`src/rtl/pwmt_pkg.sv`:
```
// Shared types, constants and register indexes of the four-comparator PWM timer.
package pwmt_pkg;

    // Channel count the datapath is built for, and the default build
    localparam int CH_MAX              = 4;
    localparam int DEF_NUM_COMPARATORS = 4;
    localparam int DEF_COMPARE_WIDTH   = 16;

    // Fixed field widths
    localparam int COUNT_W     = 31;
    localparam int SCALED_W    = 16;
    localparam int SCALE_W     = 4;
    localparam int MODES_W     = 8;
    localparam int CFG_INDEX_W = 8;
    localparam int CFG_DATA_W  = 16;

    // Configuration register indexes
    localparam logic [CFG_INDEX_W-1:0] REG_SCALE         = 8'd0;
    localparam logic [CFG_INDEX_W-1:0] REG_ENABLE_ALWAYS = 8'd1;
    localparam logic [CFG_INDEX_W-1:0] REG_ZERO_COMPARE  = 8'd2;
    localparam logic [CFG_INDEX_W-1:0] REG_MODES         = 8'd3;
    localparam logic [CFG_INDEX_W-1:0] REG_COMPARE_0     = 8'd4;
    localparam logic [CFG_INDEX_W-1:0] REG_COMPARE_1     = 8'd5;
    localparam logic [CFG_INDEX_W-1:0] REG_COMPARE_2     = 8'd6;
    localparam logic [CFG_INDEX_W-1:0] REG_COMPARE_3     = 8'd7;

    // Input actions
    typedef enum logic [1:0] {
        ACT_TICK  = 2'd0,
        ACT_ARM   = 2'd1,
        ACT_LOAD  = 2'd2,
        ACT_CLEAR = 2'd3
    } pwmt_action_t;

    typedef struct packed {
        logic [1:0]         action;
        logic [COUNT_W-1:0] value;
    } pwmt_in_t;

    typedef struct packed {
        logic [CH_MAX-1:0]   gpio_bits;
        logic [CH_MAX-1:0]   pending_bits;
        logic [SCALED_W-1:0] scaled_count;
        logic [COUNT_W-1:0]  count_value;
        logic                one_shot_armed;
    } pwmt_out_t;

    // Configuration seen by the comparator bank
    typedef struct packed {
        logic [SCALE_W-1:0]              scale;
        logic                            enable_always;
        logic                            zero_compare;
        logic [MODES_W-1:0]              modes;
        logic [CH_MAX-1:0][SCALED_W-1:0] thresholds;
    } pwmt_cfg_t;

endpackage

```
`src/rtl/pwmt_compare.sv`:
```
// Comparator bank: center fold, threshold compare and gang gating per channel.
module pwmt_compare
    import pwmt_pkg::*;
#(
    parameter int NUM_COMPARATORS = DEF_NUM_COMPARATORS,
    parameter int COMPARE_WIDTH   = DEF_COMPARE_WIDTH
)
(
    input  pwmt_cfg_t           cfg,
    input  logic [SCALED_W-1:0] scaled,
    output logic [CH_MAX-1:0]   match,
    output logic [CH_MAX-1:0]   gpio
);

    localparam logic [SCALED_W-1:0] SCALED_MASK =
        SCALED_W'((32'd1 << COMPARE_WIDTH) - 32'd1);

    // Build each channel; channels past the configured count stay quiet
    for (genvar i = 0; i < CH_MAX; i++) begin : g_ch
        if (i < NUM_COMPARATORS) begin : g_used
            localparam int NXT = (i + 1) % NUM_COMPARATORS;
            logic [SCALED_W-1:0] folded;

            // Fold the upper half back down in center mode
            assign folded = (cfg.modes[i] && scaled[COMPARE_WIDTH-1]) ?
                            (scaled ^ SCALED_MASK) : scaled;
            assign match[i] = (folded >= (cfg.thresholds[i] & SCALED_MASK));
            // Gang: drop the output while the next channel matches
            assign gpio[i] = match[i] & ~(cfg.modes[CH_MAX+i] & match[NXT]);
        end else begin : g_unused
            assign match[i] = 1'b0;
            assign gpio[i]  = 1'b0;
        end
    end

endmodule

```
`src/rtl/pwm_timer_four_compare.sv`:
```
// Top level of the PWM timer with four comparators.
// A beat accepted into the input register moves on to the result register once the
// result slot is free or draining, and is offered at the output from there.
// Throughput is one beat per cycle while the output is not stalled, set by the combinational
// path from the input register through counter, shifter and comparators. Reset (rst_n low,
// asynchronous) clears the counter, restart, one-shot, match history, pending bits, gpio
// hold, all configuration registers and the valid flags of both pipeline stages.
module pwm_timer_four_compare
    import pwmt_pkg::*;
#(
    parameter int NUM_COMPARATORS = DEF_NUM_COMPARATORS,
    parameter int COMPARE_WIDTH   = DEF_COMPARE_WIDTH
)
(
    input  logic                   clk,
    input  logic                   rst_n,
    input  logic                   cfg_we,
    input  logic [CFG_INDEX_W-1:0] cfg_index,
    input  logic [CFG_DATA_W-1:0]  cfg_data,
    input  logic                   in_valid,
    output logic                   in_ready,
    input  pwmt_in_t               in_data,
    output logic                   out_valid,
    input  logic                   out_ready,
    output pwmt_out_t              out_data
);

    localparam logic [SCALED_W-1:0] SCALED_MASK =
        SCALED_W'((32'd1 << COMPARE_WIDTH) - 32'd1);
    localparam logic [CH_MAX-1:0] CH_MASK =
        CH_MAX'((32'd1 << NUM_COMPARATORS) - 32'd1);

    pwmt_cfg_t           cfg_reg;
    pwmt_in_t            in_reg;
    logic                in_valid_reg;
    pwmt_out_t           out_reg;
    logic                out_valid_reg;

    logic [COUNT_W-1:0]  counter_reg, counter_next;
    logic                restart_reg, restart_next;
    logic                one_shot_reg, one_shot_next;
    logic [CH_MAX-1:0]   prev_match_reg, prev_match_next;
    logic [CH_MAX-1:0]   pending_reg, pending_next;
    logic [CH_MAX-1:0]   gpio_reg, gpio_next;

    logic                advance;
    logic                running;
    logic                do_tick;
    pwmt_action_t        action;
    logic [COUNT_W-1:0]  shifted;
    logic [SCALED_W-1:0] scaled;
    logic                wrap;
    logic [CH_MAX-1:0]   match;
    logic [CH_MAX-1:0]   gpio;

    // Configuration registers
    always_ff @(posedge clk or negedge rst_n)
    begin
        if (!rst_n)
        begin
            cfg_reg <= '0;
        end
        else if (cfg_we)
        begin
            unique case (cfg_index)
                REG_SCALE:         cfg_reg.scale         <= cfg_data[SCALE_W-1:0];
                REG_ENABLE_ALWAYS: cfg_reg.enable_always <= cfg_data[0];
                REG_ZERO_COMPARE:  cfg_reg.zero_compare  <= cfg_data[0];
                REG_MODES:         cfg_reg.modes         <= cfg_data[MODES_W-1:0];
                REG_COMPARE_0:     cfg_reg.thresholds[0] <= cfg_data[SCALED_W-1:0];
                REG_COMPARE_1:     cfg_reg.thresholds[1] <= cfg_data[SCALED_W-1:0];
                REG_COMPARE_2:     cfg_reg.thresholds[2] <= cfg_data[SCALED_W-1:0];
                REG_COMPARE_3:     cfg_reg.thresholds[3] <= cfg_data[SCALED_W-1:0];
                default:           ;
            endcase
        end
    end

    // Handshake: move the input beat on when the result slot is free or draining
    assign advance   = in_valid_reg && (!out_valid_reg || out_ready);
    assign in_ready  = !in_valid_reg || advance;
    assign out_valid = out_valid_reg;
    assign out_data  = out_reg;

    // Input register
    always_ff @(posedge clk or negedge rst_n)
    begin
        if (!rst_n)
        begin
            in_valid_reg <= 1'b0;
        end
        else if (in_valid && in_ready)
        begin
            in_valid_reg <= 1'b1;
        end
        else if (advance)
        begin
            in_valid_reg <= 1'b0;
        end
    end

    always_ff @(posedge clk)
    begin
        if (in_valid && in_ready)
        begin
            in_reg <= in_data;
        end
    end

    assign action  = pwmt_action_t'(in_reg.action);
    assign running = cfg_reg.enable_always | one_shot_reg;
    assign do_tick = (action == ACT_TICK) && running;

    // Scale the new counter value; comparators and result both use it
    assign shifted = counter_next >> cfg_reg.scale;
    assign scaled  = shifted[SCALED_W-1:0] & SCALED_MASK;
    assign wrap    = (scaled == SCALED_MASK);

    pwmt_compare #(
        .NUM_COMPARATORS (NUM_COMPARATORS),
        .COMPARE_WIDTH   (COMPARE_WIDTH)
    ) u_compare (
        .cfg    (cfg_reg),
        .scaled (scaled),
        .match  (match),
        .gpio   (gpio)
    );

    // Counter update
    always_comb
    begin
        counter_next = counter_reg;
        if (action == ACT_LOAD)
        begin
            counter_next = in_reg.value;
        end
        else if (do_tick)
        begin
            counter_next = restart_reg ? '0 : counter_reg + COUNT_W'(1);
        end
    end

    // Remaining state update for the current beat
    always_comb
    begin
        restart_next    = restart_reg;
        one_shot_next   = one_shot_reg;
        prev_match_next = prev_match_reg;
        pending_next    = pending_reg;
        gpio_next       = gpio_reg;
        unique case (action)
            ACT_TICK:
            begin
                if (running)
                begin
                    restart_next    = wrap | (match[0] & cfg_reg.zero_compare);
                    one_shot_next   = one_shot_reg & ~wrap & ~match[0];
                    gpio_next       = gpio;
                    pending_next    = pending_reg | (match & ~prev_match_reg);
                    prev_match_next = match;
                end
            end
            ACT_ARM:   one_shot_next = 1'b1;
            ACT_LOAD:  ;
            ACT_CLEAR: pending_next = pending_reg & ~in_reg.value[CH_MAX-1:0];
            default:   ;
        endcase
    end

    // Timer state
    always_ff @(posedge clk or negedge rst_n)
    begin
        if (!rst_n)
        begin
            counter_reg    <= '0;
            restart_reg    <= 1'b0;
            one_shot_reg   <= 1'b0;
            prev_match_reg <= '0;
            pending_reg    <= '0;
            gpio_reg       <= '0;
        end
        else if (advance)
        begin
            counter_reg    <= counter_next;
            restart_reg    <= restart_next;
            one_shot_reg   <= one_shot_next;
            prev_match_reg <= prev_match_next;
            pending_reg    <= pending_next;
            gpio_reg       <= gpio_next;
        end
    end

    // Result register
    always_ff @(posedge clk or negedge rst_n)
    begin
        if (!rst_n)
        begin
            out_valid_reg <= 1'b0;
        end
        else if (advance)
        begin
            out_valid_reg <= 1'b1;
        end
        else if (out_ready)
        begin
            out_valid_reg <= 1'b0;
        end
    end

    always_ff @(posedge clk)
    begin
        if (advance)
        begin
            out_reg.gpio_bits      <= gpio_next;
            out_reg.pending_bits   <= pending_next;
            out_reg.scaled_count   <= scaled;
            out_reg.count_value    <= counter_next;
            out_reg.one_shot_armed <= one_shot_next;
        end
    end

    // Unused channels never raise pending
    a_pending_used: assert property (@(posedge clk) disable iff (!rst_n)
        (pending_reg & ~CH_MASK) == '0)
        else $error("pending bit set on unused channel");

    // Restart is only requested by a running tick
    a_restart_src: assert property (@(posedge clk) disable iff (!rst_n)
        $rose(restart_reg) |-> $past(advance && do_tick))
        else $error("restart raised without a tick");

    // One-shot is only armed by an arm beat
    a_arm_src: assert property (@(posedge clk) disable iff (!rst_n)
        $rose(one_shot_reg) |-> $past(advance && action == ACT_ARM))
        else $error("one-shot armed without an arm beat");

    // Counter holds while no beat advances
    a_count_hold: assert property (@(posedge clk) disable iff (!rst_n)
        !advance |=> $stable(counter_reg))
        else $error("counter moved without a beat");

endmodule
```
`config.mk`:
```
export PLATFORM = sky130hd
export DESIGN_NAME = pwm_timer_four_compare
export DESIGN_NICKNAME = d
export VERILOG_FILES = /design/src/rtl/pwmt_pkg.sv /design/src/rtl/pwmt_compare.sv /design/src/rtl/pwm_timer_four_compare.sv
export SDC_FILE = /design/constraint.sdc
export NUM_CORES = 1
export LEC_CHECK = 0
export BUFFER_PORTS_ARGS = -buffer_cell sky130_fd_sc_hd__buf_2
export CAP_MARGIN = 20
export CORE_MARGIN = 2
export CORE_UTILIZATION = 60
export CTS_BUF_LIST = sky130_fd_sc_hd__clkbuf_4
export CTS_CLUSTER_DIAMETER = 40
export DETAILED_ROUTE_END_ITERATION = 8
export PLACE_DENSITY = 0.85
export REMOVE_ABC_BUFFERS = 1
export SLEW_MARGIN = 20
export SYNTH_ARGS = -nofsm -noshare
export SYNTH_HDL_FRONTEND = slang
export SYNTH_SLANG_ARGS = --single-unit
```
`constraint.sdc`:
```
create_clock -name clk -period 8.32 [get_ports clk]
set_clock_uncertainty 0.2 [all_clocks]
set_input_delay 0.416 -clock clk [delete_from_list [all_inputs] [get_ports clk]]
set_output_delay 0.416 -clock clk [all_outputs]
set_load 0.05 [all_outputs]
```
==> results of run 1 <==
## critical path, cell delays in order, from the launching register on
cell and delay (ns):
edfxtp_1 0.44, inv_1 0.13, ha_1 0.32, o21ai_2 0.37
buf_4 0.34, nor4_1 0.60, mux2i_1 0.34, a32oi_1 0.30
a222oi_1 0.46, nor2_1 0.10, nor3_1 0.36, clkinv_1 0.37
xnor2_1 0.25, ha_1 0.26, a21o_1 0.16, a21o_1 0.18
a21o_1 0.17, a21o_1 0.18, a21o_1 0.17, a211o_1 0.29
a21oi_1 0.45, nand2_1 0.12, a41o_1 0.25, nand3b_1 0.10
## worst paths after layout
kind | end
max in group asynchronous | cfg_reg[54]$_DFFE_PN0P_
worst max-delay path | out_data[0]$_DFFE_PP_
worst min register to register | out_valid$_DFFE_PN0P_
worst min-delay path | cfg_reg[72]$_DFFE_PN0P_
worst max register to register | out_data[0]$_DFFE_PP_
min in group asynchronous | counter_reg[12]$_DFFE_PN0P_
## final cells by class
| cell class | count | area, um2 | area share [%] |
|---|---|---|---|
| antenna | 1 | 2.50 | 0.0163 |
| clock buffer | 79 | 593 | 3.85 |
| clock inverter | 26 | 138 | 0.894 |
| inverter | 86 | 324 | 2.10 |
| multi-input combinational | 943 | 6910 | 44.8 |
| sequential | 214 | 5800 | 37.7 |
| tap | 280 | 350 | 2.28 |
| timing repair buffer | 192 | 1280 | 8.34 |
## kinds of logic after synthesis
logic type / count (synthesis)
adders and majority gates: 69
muxes: 118
xor gates and xnor gates: 76
buffers and inverters: 164
AOI/OAI and AO/OA: 290
and+or+nand+nor: 390
DFF: 214
## routing by layer
metal,GRT usage [%],up-vias
met1,46.4,5616
met2,51.4,708
met3,8.65,150
met4,13.5,0
li1,-,5241
met5,0,-
## through the flow
stage | instance area (um2) | cells | hold slack, ns
detailed placement | 14100 | 1658 | 0.158
global route | 15400 | 1821 | 0.125
floorplan | 13000 | 1243 | -0.0796
global placement | 14100 | 1658 | 0.162
CTS | 15400 | 1820 | 0.113
finish | 15400 | 1821 | 0.144
## power by group through the flow
stage	logic, uW	clock network [uW]	registers, uW
after floorplan	795	0	1590
after global placement	1290	0	1460
after detailed placement	1340	0	1460
after CTS	1370	949	1440
after global routing	1510	1020	1470
final	1410	945	1450
## layout by cell type, fill, tap and decap left out, types with 6 or more instances in the layout
cell type      netlist  final
xnor2_1             67     67
nor3_1              22     22
mux2i_1             19     19
edfxtp_1            89     89
buf_2               14    119
o32ai_1              9      9
nand2_1            130    130
a32oi_1              6      6
o211ai_1             8      8
buf_4                0     17
nor2b_1             16     16
nor4_1              17     17
dfrtp_1            125    125
and2_1               6      6
nand3b_1             8      8
mux2_2              98     98
nor2_1              69     69
clkinv_2             0      6
and4_1               9      9
a31oi_1             10     10
o221a_2              6      6
ha_1                69     68
o221ai_1             8      8
nand2b_1            19     19
a221oi_1             7      7
clkbuf_4             0     79
a22oi_1              6      6
a21oi_1             51     51
xor2_1               9      9
nand4_1             30     30
nand3_1             24     24
o21ai_0             67     67
a21o_1              33     33
clkinv_1            10     28
inv_1               75     75
dlygate4sd3_1        0     56
and3_1              10     10
## repair_timing
| item | CTS | global route |
|---|---|---|
| setup endpoints to repair | 0 | 0 |
| hold buffers | 57 | 0 |
| endpoints found under the hold margin | 141 | 0 |
==> flow_metrics.env, run 1 <==
export IMPL_status="completed"
export IMPL_synth_top_family_by_area="simple AND/OR/NAND/NOR gates"
export IMPL_total_leakage_power_uw=0.00658
export IMPL_num_fill_cells=1614
export IMPL_critical_path_endpoint_type="flop"
export IMPL_numCtsBuffers=56
export IMPL_part_of_the_total_power_dissipated_in_combinational_logic_pct=37.1
export IMPL_post_synth_top_area_fraction_pct=23.3
export IMPL_synthDominantAreaCellType="dfrtp_1"
export IMPL_cts_sinks=214
export IMPL_grt_pass1_vias=11600
export IMPL_total_via_count_after_detailed_routing=11700
export IMPL_clock_root_buffer="clkbuf_4"
export IMPL_hpwlAfterDp_um=27200
export IMPL_tritoncts="done"
export IMPL_cell_internal_pwr_uw=2270
export IMPL_rsz0062_at_grt="no"
export IMPL_finish_utilization_pct=70.3
export IMPL_top_level_ports=120
export IMPL_placeable_core_region_um2=21900
export IMPL_post_synth_instance_area_um2=13400
export IMPL_synth_seq_cells=214
export IMPL_maximum_net_fanout_on_the_critical_path=22
export IMPL_met2_wirelength_um=17800
export IMPL_postCtsResizedCells=0
export IMPL_final_setup_tns_ns=0
export IMPL_num_rows=54
export IMPL_initialDrtViolationCount=1125
export IMPL_final_min_period_over_clock_period_pct=84.8
export IMPL_worst_setup_path_type="reg2reg"
export IMPL_reg2reg_slack_ns=1.27
export IMPL_hold_path_startpoint="cfg_index[2]"
export IMPL_worst_slew_pin_transition_ns=1.13
export IMPL_finalMaxSlewViolations=0
export IMPL_antenna_found_initial=1
export IMPL_maximum_number_of_pins_on_one_net_before_global_route_repair=56
export IMPL_yosys_area_share_simple_pct=15.2
export IMPL_adder_and_majority_cell_fraction_of_the_synthesized_area_pct=6.44
export IMPL_r2r_start="action[0]$_DFFE_PP_"
export IMPL_layout_cells_sized_above_1_pct=22.6
export IMPL_starting_density_of_the_core_pct=61.3
export IMPL_pwr_share_clk_pct=24.8
export IMPL_cts_root_to_sink_buffers=3
export IMPL_power_share_sequential_pct=38.1
export IMPL_finalWeightedCongestion=1.01
export IMPL_p_per_area_nw_per_um2=247
export IMPL_worst_r2r_cell_count=23
export IMPL_postLayoutSetupSlackWorst_ns=1.27
export IMPL_syn_to_final_growth_pct=14.8
export IMPL_synth_sequential_area_ratio_pct=43.2
export IMPL_design_final_nets=1624
export IMPL_fin_crit_ns=7.05
export IMPL_htreeDepth=2
export IMPL_drt_pre_antenna_iters=9
export IMPL_post_drt_wl_per_cell_um=22.0
export IMPL_critical_path_arrival_ns=7.42
export IMPL_cts_reportedPaths_clkPinSlew_ns=0.07
export IMPL_asyncSetResetFlopFracSynth_pct=58.4
export IMPL_synth_ff_type="dfrtp_1"
export IMPL_synth_compound_area_share_pct=15.0
export IMPL_post_synth_inst_count=1321
export IMPL_vias_per_cell=6.43
export IMPL_maxCapViolCount=0
export IMPL_overflow=0
export IMPL_share_of_synthesized_area_spent_on_multiplexers_pct=9.81
export IMPL_switching_power_share_of_the_total_pct=40.4
export IMPL_report_final_setup_viol=0
export IMPL_synth_top_cells_by_area="dfrtp_1 23%, edfxtp_1 20%, mux2_2 8.2%, ha_1 6.4%, xnor2_1 4.4%"
export IMPL_min_path_type="in2reg"
export IMPL_dr_wl_met3_um=4220
export IMPL_clkLatencyLatePin_ns=0.72
export IMPL_avgSynthCellArea_um2=10.2
export IMPL_grt_first_pass_wirelength_um=63200
export IMPL_wirelength_um=40100
export IMPL_totalPowerFinal_uw=3810
export IMPL_holdPathStages=5
export IMPL_post_place_ws_ns=1.50
export IMPL_yosys_warnings=0
export IMPL_synthXorXnorAreaFrac_pct=4.96
export IMPL_power_switching_uw=1540
export IMPL_drc=0
export IMPL_uppermost_signal_routing_layer_after_detailed_routing="met4"
export IMPL_post_cts_setup_buffers=0
export IMPL_largest_register_ffs=78
export IMPL_netlist_cell_type_count=83
export IMPL_wirelength_met1_um=16500
export IMPL_vdd_drop_max_mv=0.194
export IMPL_placement_io_buffers=119
export IMPL_die_width_um=154
export IMPL_drtAntennaViolNets=0
export IMPL_timing_critical_path_required_ns=8.69
export IMPL_setup_worst_path_start="action[0]$_DFFE_PP_"
export IMPL_maxSlewHeadroom_pct=24.7
export IMPL_synth_enable_flop_cells=89
export IMPL_die_height_um=154
export IMPL_crit_path_start_kind="flop"
export IMPL_floorplan_die_area_um2=23600
export IMPL_overall_fraction_of_global_route_tracks_in_use_pct=33.7
export IMPL_finalHoldViolations=0
export IMPL_commonest_cells_post_synth="130 x nand2_1, 125 x dfrtp_1, 98 x mux2_2"
export IMPL_fmaxAchievable_mhz=142
export IMPL_synthMostInstantiatedCell="nand2_1"
Power figures use the tool's default switching activity.
==> run 2: changes to the inputs <==
- clock period: 8.32 -> 6.8 ns (I/O delays scaled with it)
==> flow_metrics.env, run 2 (same netlist as run 1, synthesis figures left out) <==
export IMPL_status="completed"
export IMPL_min_path_type="in2async"
export IMPL_rsz0062_at_grt="no"
export IMPL_post_place_ws_ns=0.155
export IMPL_clkLatencyLatePin_ns=0.71
export IMPL_final_min_period_over_clock_period_pct=95.9
export IMPL_placement_io_buffers=119
export IMPL_grtUsageMet2_pct=50.9
export IMPL_vdd_drop_max_mv=0.232
export IMPL_stdcell_area_um2=15600
export IMPL_critical_path_arrival_ns=6.75
export IMPL_maximum_number_of_pins_on_one_net_before_global_route_repair=71
export IMPL_grt_busiest_layer="met2"
export IMPL_hpwlAfterDp_um=28200
export IMPL_tritoncts="done"
export IMPL_totalPowerFinal_uw=4780
export IMPL_maxSlewHeadroom_pct=27.3
export IMPL_cts_sinks=214
export IMPL_worst_slew_pin_transition_ns=1.09
export IMPL_maxCapViolCount=0
export IMPL_starting_density_of_the_core_pct=61.3
export IMPL_finalWeightedCongestion=0.989
export IMPL_fin_crit_ns=6.52
export IMPL_drc=0
export IMPL_hold_worst_slack_ns=0.0751
export IMPL_p_per_area_nw_per_um2=306
export IMPL_clock_root_buffer="clkbuf_4"
export IMPL_die_width_um=154
export IMPL_antenna_found_initial=3
export IMPL_global_route_usage_met1_pct=49.7
export IMPL_dpl_instance_area_um2=14300
export IMPL_report_final_setup_viol=0
export IMPL_drtAntennaViolNets=0
export IMPL_grt_first_pass_wirelength_um=64000
export IMPL_design_final_nets=1644
export IMPL_global_route_usage_met3_pct=7.38
export IMPL_die_height_um=154
export IMPL_worst_setup_path_type="reg2reg"
export IMPL_post_drt_wl_per_cell_um=21.9
export IMPL_placeable_core_region_um2=21900
export IMPL_syn_to_final_growth_pct=16.5
export IMPL_crit_path_start_kind="flop"
export IMPL_finalHoldViolations=0
export IMPL_largest_register_ffs=78
export IMPL_layout_cells_most_common="nand2_1"
export IMPL_initialDrtViolationCount=1296
export IMPL_reg2reg_slack_ns=0.28
export IMPL_wirelength_um=40300
export IMPL_post_cts_setup_buffers=0
export IMPL_layout_cells_sized_above_1_pct=24.8
export IMPL_top_level_ports=120
export IMPL_floorplan_die_area_um2=23600
export IMPL_cts_root_to_sink_buffers=3
export IMPL_cts_reportedPaths_clkPinSlew_ns=0.08
export IMPL_most_common_layout_cells="130 x nand2_1, 125 x dfrtp_1, 118 x buf_2"
export IMPL_postLayoutSetupSlackWorst_ns=0.281
export IMPL_maximum_net_fanout_on_the_critical_path=15
export IMPL_overall_fraction_of_global_route_tracks_in_use_pct=34.2
export IMPL_num_rows=54
export IMPL_vias_per_cell=6.42
export IMPL_drt_pre_antenna_iters=8
export IMPL_critical_path_endpoint_type="flop"
export IMPL_total_via_count_after_detailed_routing=11800
export IMPL_htreeDepth=2
export IMPL_finish_utilization_pct=71.4
export IMPL_finalMaxSlewViolations=0
export IMPL_numCtsBuffers=57
export IMPL_grt_pass1_vias=11600
export IMPL_timing_critical_path_required_ns=7.03
export IMPL_total_leakage_power_uw=0.00674
export IMPL_fmaxAchievable_mhz=153
export IMPL_overflow=0
==> run 2: cell count changes in the layout (fill, tap and decap cells not counted), moves of 2 or more <==
cell        before  now
clkinvlp_4       2    0
clkinv_1        28   13
clkbuf_4        79   97
buf_4           17   37
==> run 2: critical path: stages (launching register included) <==
cell and delay, ns:
edfxtp_1 0.42, inv_1 0.11, ha_1 0.36, o21ai_2 0.16
or4_4 0.65, nor2_1 0.20, xnor2_1 0.17, o21ai_0 0.16
o21ai_0 0.34, o32ai_1 0.16, or4_4 0.58, buf_4 0.25
nand2_8 0.20, xnor2_1 0.15, ha_1 0.25, nand2b_1 0.14
a21o_1 0.17, a21oi_1 0.18, nor2b_1 0.08, o21ai_0 0.21
nand2b_1 0.17, a21oi_1 0.22, o21ai_0 0.14, a21oi_2 0.28
nor2_1 0.07, a22o_1 0.21
==> run 2: area by class of cell <==
class	instances	area, um2
antenna	1	2.50
clock inverter	9	70.1
clock buffer	97	728
sequential	214	5800
fill	1627	6270
inverter	86	324
multi-input combinational	943	6920
tap	280	350
timing repair buffer	211	1430
==> run 2: final timing paths <==
check	start	to	depth (start not counted)
worst min-delay path	rst_n	counter_reg[26]$_DFFE_PN0P_	2
worst max register to register	action[0]$_DFFE_PP_	out_data[53]$_DFFE_PP_	25
worst min register to register	prev_match_reg[2]$_DFFE_PN0P_	prev_match_reg[2]$_DFFE_PN0P_	1
max in group asynchronous	rst_n	cfg_reg[22]$_DFFE_PN0P_	3
min in group clk	cfg_index[2]	cfg_reg[72]$_DFFE_PN0P_	5
worst max-delay path	action[0]$_DFFE_PP_	out_data[53]$_DFFE_PP_	25
==> run 2: metrics by stage <==
| step | setup TNS (ns) | cells |
|---|---|---|
| floorplan | -0.792 | 1243 |
| CTS | 0 | 1840 |
| finish | 0 | 1841 |
| global placement | 0 | 1679 |
| detailed placement | 0 | 1679 |
| global route | 0 | 1841 |
==> run 2: per-layer routing <==
| metal | part of all wire [%] | vias up | routed length [um] |
|---|---|---|---|
| met3 | 10 | 115 | 4170 |
| met5 | 0 | - | 0 |
| li1 | - | 5265 | - |
| met4 | 3.0 | 0 | 1210 |
| met1 | 43 | 5708 | 17200 |
| met2 | 44 | 737 | 17700 |
==> run 2: timing repair <==
item | 4_1_cts | 5_1_grt
endpoints found under the hold margin | 168 | 0
hold buffers | 55 | 0
resized for setup | 0 | 3
setup endpoints to repair | 0 | 14
==> run 2: report_power, final <==
group	leakage, uW	switching (uW)	internal (uW)
Clock	0.000485	567	678
Sequential	0.00251	204	1570
Combinational	0.00374	1110	655
Total	0.00674	1880	2900
